[src/rtl/core/pdw_pkg.sv]
// Package for the page descriptor writer: item structs, mode codes,
// sequencer states and descriptor constants.
// Depends on nothing; used by page_descriptor_writer_top and the verif benches.
package pdw_pkg;

    // Mapping modes carried in the command item
    typedef enum logic [2:0] {
        MODE_SECTION       = 3'd0,
        MODE_COARSE_LARGE  = 3'd1,
        MODE_COARSE_SMALL  = 3'd2,
        MODE_FINE_LARGE    = 3'd3,
        MODE_FINE_SMALL    = 3'd4,
        MODE_FINE_TINY     = 3'd5,
        MODE_ATTACH_COARSE = 3'd6,
        MODE_ATTACH_FINE   = 3'd7
    } mode_t;

    // Sequencer states, one-hot
    typedef enum logic [2:0] {
        ST_IDLE = 3'b001,
        ST_CALC = 3'b010,
        ST_EMIT = 3'b100
    } state_t;

    // One command item
    typedef struct packed {
        mode_t       mode;
        logic [31:0] table_base;
        logic [31:0] region_virt;
        logic [31:0] region_phys;
        logic [11:0] page_index;
        logic [1:0]  access_perm;
        logic [1:0]  cache_bits;
        logic [3:0]  domain;
    } cmd_t;

    // One memory write result item
    typedef struct packed {
        logic [31:0] write_addr;
        logic [31:0] write_data;
        logic        last_write;
    } result_t;

    localparam logic [31:0] MASK_1M   = 32'hfff00000;
    localparam logic [31:0] MASK_64K  = 32'hffff0000;
    localparam logic [31:0] MASK_4K   = 32'hfffff000;
    localparam logic [31:0] MASK_1K   = 32'hfffffc00;
    localparam logic [31:0] TYPE_ATTACH_COARSE = 32'h00000011;
    localparam logic [31:0] TYPE_ATTACH_FINE   = 32'h00000013;
    localparam logic [31:0] TYPE_SECTION       = 32'h00000012;
    localparam logic [31:0] TYPE_LARGE         = 32'h00000001;
    localparam logic [31:0] TYPE_SMALL         = 32'h00000002;
    localparam logic [31:0] TYPE_TINY          = 32'h00000003;

    // Index masks for table sizes
    localparam logic [11:0] IDX_MASK_MASTER = 12'hfff;
    localparam logic [11:0] IDX_MASK_FINE   = 12'h3ff;
    localparam logic [11:0] IDX_MASK_COARSE = 12'h0ff;

endpackage

[src/rtl/core/page_descriptor_writer_top.sv]
// Page descriptor writer: one command item in, 1 to 64 descriptor writes out.
// Depends on pdw_pkg for item structs, mode codes and constants.
//
// Start moves the sequencer to CALC, then EMIT, and each write is registered
// onto done; one write per cycle after the first. Busy holds through CALC and
// EMIT, and one shared 32-bit adder builds the descriptor, then each address.
// Results are strobed for one cycle on done and cannot be stalled.
// Reset clears the sequencer and the done strobe; no memory to sweep.
module page_descriptor_writer_top
(
    input  logic            clk,
    input  logic            rst_n,
    input  logic            start,
    output logic            busy,
    input  pdw_pkg::cmd_t   cmd,
    output logic            done,
    output pdw_pkg::result_t result
);

    pdw_pkg::state_t  state_reg, state_next;
    pdw_pkg::cmd_t    cmd_reg;
    logic [31:0]      data_reg, data_next;
    logic [11:0]      idx_reg, idx_next;
    logic [11:0]      mask_reg, mask_next;
    logic [5:0]       count_reg, count_next;
    logic             done_reg, done_next;
    pdw_pkg::result_t result_reg, result_next;

    // Per-mode decode of the latched item
    logic [31:0] base_desc;
    logic [31:0] page_add;
    logic [11:0] start_idx;
    logic [11:0] page_step;
    logic [11:0] idx_mask;
    logic [5:0]  last_count;
    logic [31:0] ap4;

    // Shared adder
    logic [31:0] op_a, op_b, sum;

    logic        accept;
    logic [11:0] idx_wrapped;

    assign accept = start && (state_reg == pdw_pkg::ST_IDLE);
    assign busy   = (state_reg != pdw_pkg::ST_IDLE);
    assign done   = done_reg;
    assign result = result_reg;

    assign ap4 = {20'd0, cmd_reg.access_perm, cmd_reg.access_perm,
                  cmd_reg.access_perm, cmd_reg.access_perm, 4'd0};

    // Descriptor, start index and copy count per mode
    always_comb
    begin
        base_desc  = '0;
        page_add   = '0;
        start_idx  = '0;
        page_step  = '0;
        idx_mask   = pdw_pkg::IDX_MASK_MASTER;
        last_count = '0;
        unique case (cmd_reg.mode)
            pdw_pkg::MODE_SECTION:
            begin
                base_desc = (cmd_reg.region_phys & pdw_pkg::MASK_1M)
                          | {20'd0, cmd_reg.access_perm, 10'd0}
                          | {23'd0, cmd_reg.domain, 5'd0}
                          | {28'd0, cmd_reg.cache_bits, 2'd0}
                          | pdw_pkg::TYPE_SECTION;
                page_add  = {cmd_reg.page_index, 20'd0};
                start_idx = cmd_reg.region_virt[31:20];
                page_step = cmd_reg.page_index;
            end
            pdw_pkg::MODE_ATTACH_COARSE:
            begin
                base_desc = (cmd_reg.region_phys & pdw_pkg::MASK_1K)
                          | {23'd0, cmd_reg.domain, 5'd0}
                          | pdw_pkg::TYPE_ATTACH_COARSE;
                start_idx = cmd_reg.region_virt[31:20];
            end
            pdw_pkg::MODE_ATTACH_FINE:
            begin
                base_desc = (cmd_reg.region_phys & pdw_pkg::MASK_4K)
                          | {23'd0, cmd_reg.domain, 5'd0}
                          | pdw_pkg::TYPE_ATTACH_FINE;
                start_idx = cmd_reg.region_virt[31:20];
            end
            pdw_pkg::MODE_COARSE_LARGE:
            begin
                base_desc  = (cmd_reg.region_phys & pdw_pkg::MASK_64K) | ap4
                           | {28'd0, cmd_reg.cache_bits, 2'd0} | pdw_pkg::TYPE_LARGE;
                page_add   = {4'd0, cmd_reg.page_index, 16'd0};
                start_idx  = {4'd0, cmd_reg.region_virt[19:12]};
                page_step  = {cmd_reg.page_index[7:0], 4'd0};
                idx_mask   = pdw_pkg::IDX_MASK_COARSE;
                last_count = 6'd15;
            end
            pdw_pkg::MODE_COARSE_SMALL:
            begin
                base_desc = (cmd_reg.region_phys & pdw_pkg::MASK_4K) | ap4
                          | {28'd0, cmd_reg.cache_bits, 2'd0} | pdw_pkg::TYPE_SMALL;
                page_add  = {8'd0, cmd_reg.page_index, 12'd0};
                start_idx = {4'd0, cmd_reg.region_virt[19:12]};
                page_step = cmd_reg.page_index;
                idx_mask  = pdw_pkg::IDX_MASK_COARSE;
            end
            pdw_pkg::MODE_FINE_LARGE:
            begin
                base_desc  = (cmd_reg.region_phys & pdw_pkg::MASK_64K) | ap4
                           | {28'd0, cmd_reg.cache_bits, 2'd0} | pdw_pkg::TYPE_LARGE;
                page_add   = {4'd0, cmd_reg.page_index, 16'd0};
                start_idx  = {2'd0, cmd_reg.region_virt[19:10]};
                page_step  = {cmd_reg.page_index[5:0], 6'd0};
                idx_mask   = pdw_pkg::IDX_MASK_FINE;
                last_count = 6'd63;
            end
            pdw_pkg::MODE_FINE_SMALL:
            begin
                base_desc  = (cmd_reg.region_phys & pdw_pkg::MASK_4K) | ap4
                           | {28'd0, cmd_reg.cache_bits, 2'd0} | pdw_pkg::TYPE_SMALL;
                page_add   = {8'd0, cmd_reg.page_index, 12'd0};
                start_idx  = {2'd0, cmd_reg.region_virt[19:10]};
                page_step  = {cmd_reg.page_index[9:0], 2'd0};
                idx_mask   = pdw_pkg::IDX_MASK_FINE;
                last_count = 6'd3;
            end
            pdw_pkg::MODE_FINE_TINY:
            begin
                base_desc = (cmd_reg.region_phys & pdw_pkg::MASK_1K)
                          | {26'd0, cmd_reg.access_perm, 4'd0}
                          | {28'd0, cmd_reg.cache_bits, 2'd0} | pdw_pkg::TYPE_TINY;
                page_add  = {10'd0, cmd_reg.page_index, 10'd0};
                start_idx = {2'd0, cmd_reg.region_virt[19:10]};
                page_step = cmd_reg.page_index;
                idx_mask  = pdw_pkg::IDX_MASK_FINE;
            end
            default:
            begin
                base_desc = '0;
            end
        endcase
    end

    assign idx_wrapped = idx_reg & mask_reg;

    // Shared adder: descriptor offset in CALC, write address in EMIT
    always_comb
    begin
        if (state_reg == pdw_pkg::ST_CALC)
        begin
            op_a = base_desc;
            op_b = page_add;
        end
        else
        begin
            op_a = cmd_reg.table_base;
            op_b = {18'd0, idx_wrapped, 2'd0};
        end
    end

    assign sum = op_a + op_b;

    // Sequencer
    always_comb
    begin
        state_next  = state_reg;
        data_next   = data_reg;
        idx_next    = idx_reg;
        mask_next   = mask_reg;
        count_next  = count_reg;
        done_next   = 1'b0;
        result_next = result_reg;
        unique case (state_reg)
            pdw_pkg::ST_IDLE:
            begin
                if (start)
                begin
                    state_next = pdw_pkg::ST_CALC;
                end
            end
            pdw_pkg::ST_CALC:
            begin
                data_next  = sum;
                idx_next   = start_idx + page_step;
                mask_next  = idx_mask;
                count_next = last_count;
                state_next = pdw_pkg::ST_EMIT;
            end
            pdw_pkg::ST_EMIT:
            begin
                done_next              = 1'b1;
                result_next.write_addr = sum;
                result_next.write_data = data_reg;
                result_next.last_write = (count_reg == 6'd0);
                idx_next               = idx_reg + 12'd1;
                count_next             = count_reg - 6'd1;
                if (count_reg == 6'd0)
                begin
                    state_next = pdw_pkg::ST_IDLE;
                end
            end
            default:
            begin
                state_next = pdw_pkg::ST_IDLE;
            end
        endcase
    end

    // Control registers
    always_ff @(posedge clk or negedge rst_n)
    begin
        if (!rst_n)
        begin
            state_reg <= pdw_pkg::ST_IDLE;
            done_reg  <= 1'b0;
        end
        else
        begin
            state_reg <= state_next;
            done_reg  <= done_next;
        end
    end

    // Payload registers
    always_ff @(posedge clk)
    begin
        if (accept)
        begin
            cmd_reg <= cmd;
        end
        data_reg   <= data_next;
        idx_reg    <= idx_next;
        mask_reg   <= mask_next;
        count_reg  <= count_next;
        result_reg <= result_next;
    end

endmodule

[config.mk]
export PLATFORM = sky130hd
export DESIGN_NAME = page_descriptor_writer_top
export DESIGN_NICKNAME = d
export VERILOG_FILES = /design/src/rtl/core/pdw_pkg.sv /design/src/rtl/core/page_descriptor_writer_top.sv
export SDC_FILE = /design/constraint.sdc
export NUM_CORES = 1
export LEC_CHECK = 0
export CORE_MARGIN = 4
export CORE_UTILIZATION = 30
export CTS_BUF_LIST = sky130_fd_sc_hd__clkbuf_2 sky130_fd_sc_hd__clkbuf_4 sky130_fd_sc_hd__clkbuf_8
export CTS_CLUSTER_SIZE = 14
export DETAILED_ROUTE_END_ITERATION = 10
export DONT_BUFFER_PORTS = 1
export SYNTH_ARGS = -nofsm -noshare
export SYNTH_HDL_FRONTEND = slang
export SYNTH_SLANG_ARGS = --single-unit
[constraint.sdc]
create_clock -name clk -period 5 [get_ports clk]
set_input_delay 0.25 -clock clk [delete_from_list [all_inputs] [get_ports clk]]
set_output_delay 0.25 -clock clk [all_outputs]
set_load 0.02 [all_outputs]
==> impl_metrics.prom <==
# TYPE chip_impl_metric gauge
chip_impl_metric{name="clock_skew",unit="ns"} 0.0354
chip_impl_metric{name="hpwlAfterDp",unit="mm"} 20.5
chip_impl_metric{name="dr.first_iter.drc_count",unit=""} 554
chip_impl_info{name="min-delay-path-class",value="input pin to flip-flop"} 1
chip_impl_metric{name="drc",unit=""} 0
chip_impl_metric{name="worst_path_clk_slew",unit="ns"} 0.06
chip_impl_metric{name="timing_max_transition_violations_final",unit=""} 0
chip_impl_metric{name="post_synthesis_sequential_element_count",unit=""} 220
chip_impl_metric{name="final_min_period_over_clock_period",unit="%"} 78.8
chip_impl_info{name="crit_slowest_cell",value="edfxtp_1"} 1
chip_impl_metric{name="grt_start_max_net_pins",unit=""} 87
chip_impl_metric{name="timing.max_slew.rel_slack",unit="%"} 44.7
chip_impl_metric{name="final.setup.tns",unit="ns"} 0
chip_impl_info{name="clock_tree_from_tritoncts",value="built"} 1
chip_impl_info{name="root_buffer",value="clkbuf_8"} 1
chip_impl_metric{name="synth.net_count",unit=""} 1100
chip_impl_info{name="worstSetupPathType",value="flip-flop to flip-flop"} 1
chip_impl_metric{name="final-setup-viol-count",unit=""} 0
chip_impl_metric{name="num_rows",unit=""} 70
chip_impl_metric{name="finalPower",unit="mW"} 7.33
chip_impl_metric{name="grt_antenna_before_repair",unit=""} 3
chip_impl_metric{name="netlist-cell-type-count",unit=""} 68
chip_impl_metric{name="seq_area_frac_synth",unit="%"} 59.1
chip_impl_metric{name="num-fill-cells",unit=""} 3512
chip_impl_metric{name="finalWorstPathRequiredPeriod",unit="ns"} 3.94
chip_impl_metric{name="final_report_hold_violation_count",unit=""} 0
chip_impl_info{name="grt_setup_unrepaired",value="false"} 1
chip_impl_metric{name="postRouteWirelength",unit="mm"} 28.3
chip_impl_metric{name="cap_violations",unit=""} 0
chip_impl_metric{name="power.density_cell_area",unit="nW/um2"} 539
chip_impl_metric{name="timing.critical_path.slowest_cell_delay",unit="ns"} 0.59
chip_impl_info{name="crit_path_end_kind",value="flip-flop"} 1
chip_impl_metric{name="yosysWarningCount",unit=""} 0
chip_impl_metric{name="worst_pin_slew",unit="ns"} 0.830
chip_impl_metric{name="initial_utilization",unit="%"} 30.4
chip_impl_metric{name="drt_pre_antenna_iters",unit=""} 7
chip_impl_metric{name="syn_avg_cell_area",unit="um2"} 11.9
chip_impl_info{name="dominantRegCellSynth",value="edfxtp_1"} 1
chip_impl_metric{name="netlist_instances",unit=""} 933
chip_impl_info{name="path_common_cell",value="nand2_1"} 1
chip_impl_metric{name="largest_register_ff_count",unit=""} 97
chip_impl_metric{name="fp.dieH",unit="um"} 201
chip_impl_metric{name="worstPathRequired",unit="ns"} 5.31
chip_impl_metric{name="cts_buffers",unit=""} 39
chip_impl_metric{name="portBuffers",unit=""} 0
chip_impl_metric{name="post_drt_wl_per_cell",unit="um"} 18.3
chip_impl_metric{name="max_freq",unit="MHz"} 254
chip_impl_metric{name="nets",unit=""} 1214
chip_impl_metric{name="layout-area-overhead-vs-synth",unit="%"} 22.2
chip_impl_info{name="cells_along_the_critical_path",value="buf_12, or3_1, nand2_1, o21ai_0, nand2_1, ha_1, nor2b_1, o31a_4, o31ai_1, nand3_1, a31o_2, a21oi_2, xnor2_1"} 1
chip_impl_metric{name="via_total_after_detailed_routing",unit=""} 7744
chip_impl_metric{name="whs",unit="ns"} 0.272
chip_impl_metric{name="leakage",unit="nW"} 4.96
chip_impl_metric{name="ys_async_sr_fraction",unit="%"} 1.82
chip_impl_metric{name="viasPerCell",unit=""} 5.00
chip_impl_metric{name="critical_path_arrival",unit="ns"} 4.25
chip_impl_info{name="most-common-layout-cells",value="216 x edfxtp_1, 102 x dlygate4sd3_1, 100 x nand2_1, 84 x nor2_1, 71 x a21oi_1"} 1
chip_impl_metric{name="core_footprint",unit="um2"} 36600
chip_impl_metric{name="clock_sink_count",unit=""} 220
chip_impl_metric{name="ctsLongestPathBuffers",unit=""} 3
chip_impl_metric{name="routabilityCongestion",unit=""} 0.892
chip_impl_metric{name="critical_path.max_fanout",unit=""} 86
chip_impl_metric{name="fp.dieArea",unit="um2"} 40300
chip_impl_metric{name="first_global_vias",unit=""} 7746
chip_impl_metric{name="globalRouteOverflowTotal",unit=""} 0
chip_impl_metric{name="post_cts.resized_instances",unit=""} 0
chip_impl_metric{name="synth_area",unit="um2"} 11100
chip_impl_metric{name="grtUsageTotal",unit="%"} 13.8
chip_impl_info{name="setup.worst_path.start_class",value="flip-flop"} 1
chip_impl_metric{name="grt_pass1_wl",unit="mm"} 43.6
chip_impl_metric{name="ant_nets",unit=""} 0
chip_impl_metric{name="drive_above_1_share",unit="%"} 11.2
chip_impl_metric{name="floorplan.io_pins",unit=""} 189
chip_impl_metric{name="synth_edf_count",unit=""} 216
chip_impl_metric{name="floorplan.die.width",unit="um"} 201
chip_impl_info{name="outcome",value="finished, final reports clean"} 1
chip_impl_metric{name="clock_insertion_delay_at_the_later_pin_of_the_skew_report",unit="ns"} 0.59
chip_impl_metric{name="peak_supply_drop",unit="mV"} 0.192
chip_impl_metric{name="cts-htree-levels",unit=""} 2
chip_impl_info{name="layout_commonest_cell",value="edfxtp_1"} 1
## power by group
group / leakage, nW / total [mW] / internal, mW / switching, mW
Sequential: 2.04 / 2.87 / 2.63 / 0.238
Combinational: 2.45 / 2.54 / 0.973 / 1.57
Clock: 0.472 / 1.92 / 1.16 / 0.768
Total: 4.96 / 7.33 / 4.76 / 2.57
## cells in the mapped netlist (11+ instances only)
master	count	area (um2)
and2_1	11	68.8
a22oi_1	13	97.6
a21o_1	18	135
xor2_1	14	123
nor2_1	84	315
clkbuf_1	25	93.8
nand3_1	23	115
ha_1	43	538
edfxtp_1	216	6490
a21oi_1	71	355
o21ai_0	50	250
nor2b_1	21	131
xnor2_1	34	298
inv_1	18	67.6
mux2i_1	12	120
a31oi_1	19	119
nand2_1	101	379
## worst max-delay path: cells and delay by family (launching register included)
kind                       cells  cell delay (ns)
AOI/OAI and AO/OA              5             1.36
and+or+nand+nor                5             0.85
DFF                            1             0.59
buffers and inverters          1             0.39
adders and majority gates      1             0.36
xor gates and xnor gates       1             0.09
## cell families (layout without fill, tap and decap cells)
family	after synthesis	after routing	share of synthesized area (%)
AND/OR/NAND/NOR	284	284	11.6
AO/OA/AOI/OAI	243	243	14.2
flip-flops	220	220	59.1
buffers and inverters	65	210	2.52
XOR/XNOR	48	48	3.77
adder cells (fa/ha/maj)	45	45	5.19
multiplexers	28	28	3.50
other	0	3	0
## layer usage
layer  wire length (um)  up-vias  part of all wire [%]  global-route usage (%)
met5                  0        -                     0                       0
met2              13200      282                    46                    22.2
li1                   -     3748                     -                       -
met4                923        0                   3.3                    6.02
met3               1560       62                   5.5                    2.97
met1              12700     3652                    45                    17.9
## worst paths after layout
path,from,to,slack [ns],cells past startpoint
worst max-delay path,cmd_reg[116]$_DFFE_PP_,result[59]$_DFFE_PP_,1.06,13
min in group asynchronous,rst_n,state_reg[1]$_DFFE_PN0P_,0.48,2
worst min-delay path,start,cmd_reg[5]$_DFFE_PP_,0.27,1
max in group asynchronous,rst_n,state_reg[0]$_DFFE_PN1P_,4.27,2
worst max register to register,cmd_reg[116]$_DFFE_PP_,result[59]$_DFFE_PP_,1.06,13
worst min register to register,data_reg[9]$_DFFE_PP_,result[10]$_DFFE_PP_,0.42,0
## stage by stage
step                      worst slack (ns)  util [%]  cells  instance area [um2]
after floorplan                       1.12         -    933                11100
after global placement                1.19      31.9   1372                11700
after detailed placement              1.09      31.9   1372                11700
after CTS                             1.04      37.2   1546                13600
after global routing                 0.798      37.2   1549                13600
final                                 1.06      37.2   1549                13600
## area by class of cell
cell class | count | area (um2) | area share [%]
clock inverters | 28 | 327 | 2.40
inverters | 19 | 72.6 | 0.533
multi-input cells | 648 | 4280 | 31.4
flip-flops and latches | 220 | 6590 | 48.4
well taps | 468 | 586 | 4.30
diodes | 3 | 7.51 | 0.0552
clock buffers | 44 | 581 | 4.27
repair buffers | 119 | 1170 | 8.62
## what timing repair did
| action | in CTS | in global routing |
|---|---|---|
| setup buffers | 0 | 0 |
| hold buffers | 102 | 0 |
| hold endpoints to repair | 105 | 0 |
No activity file was read; power rests on OpenSTA's default activity.
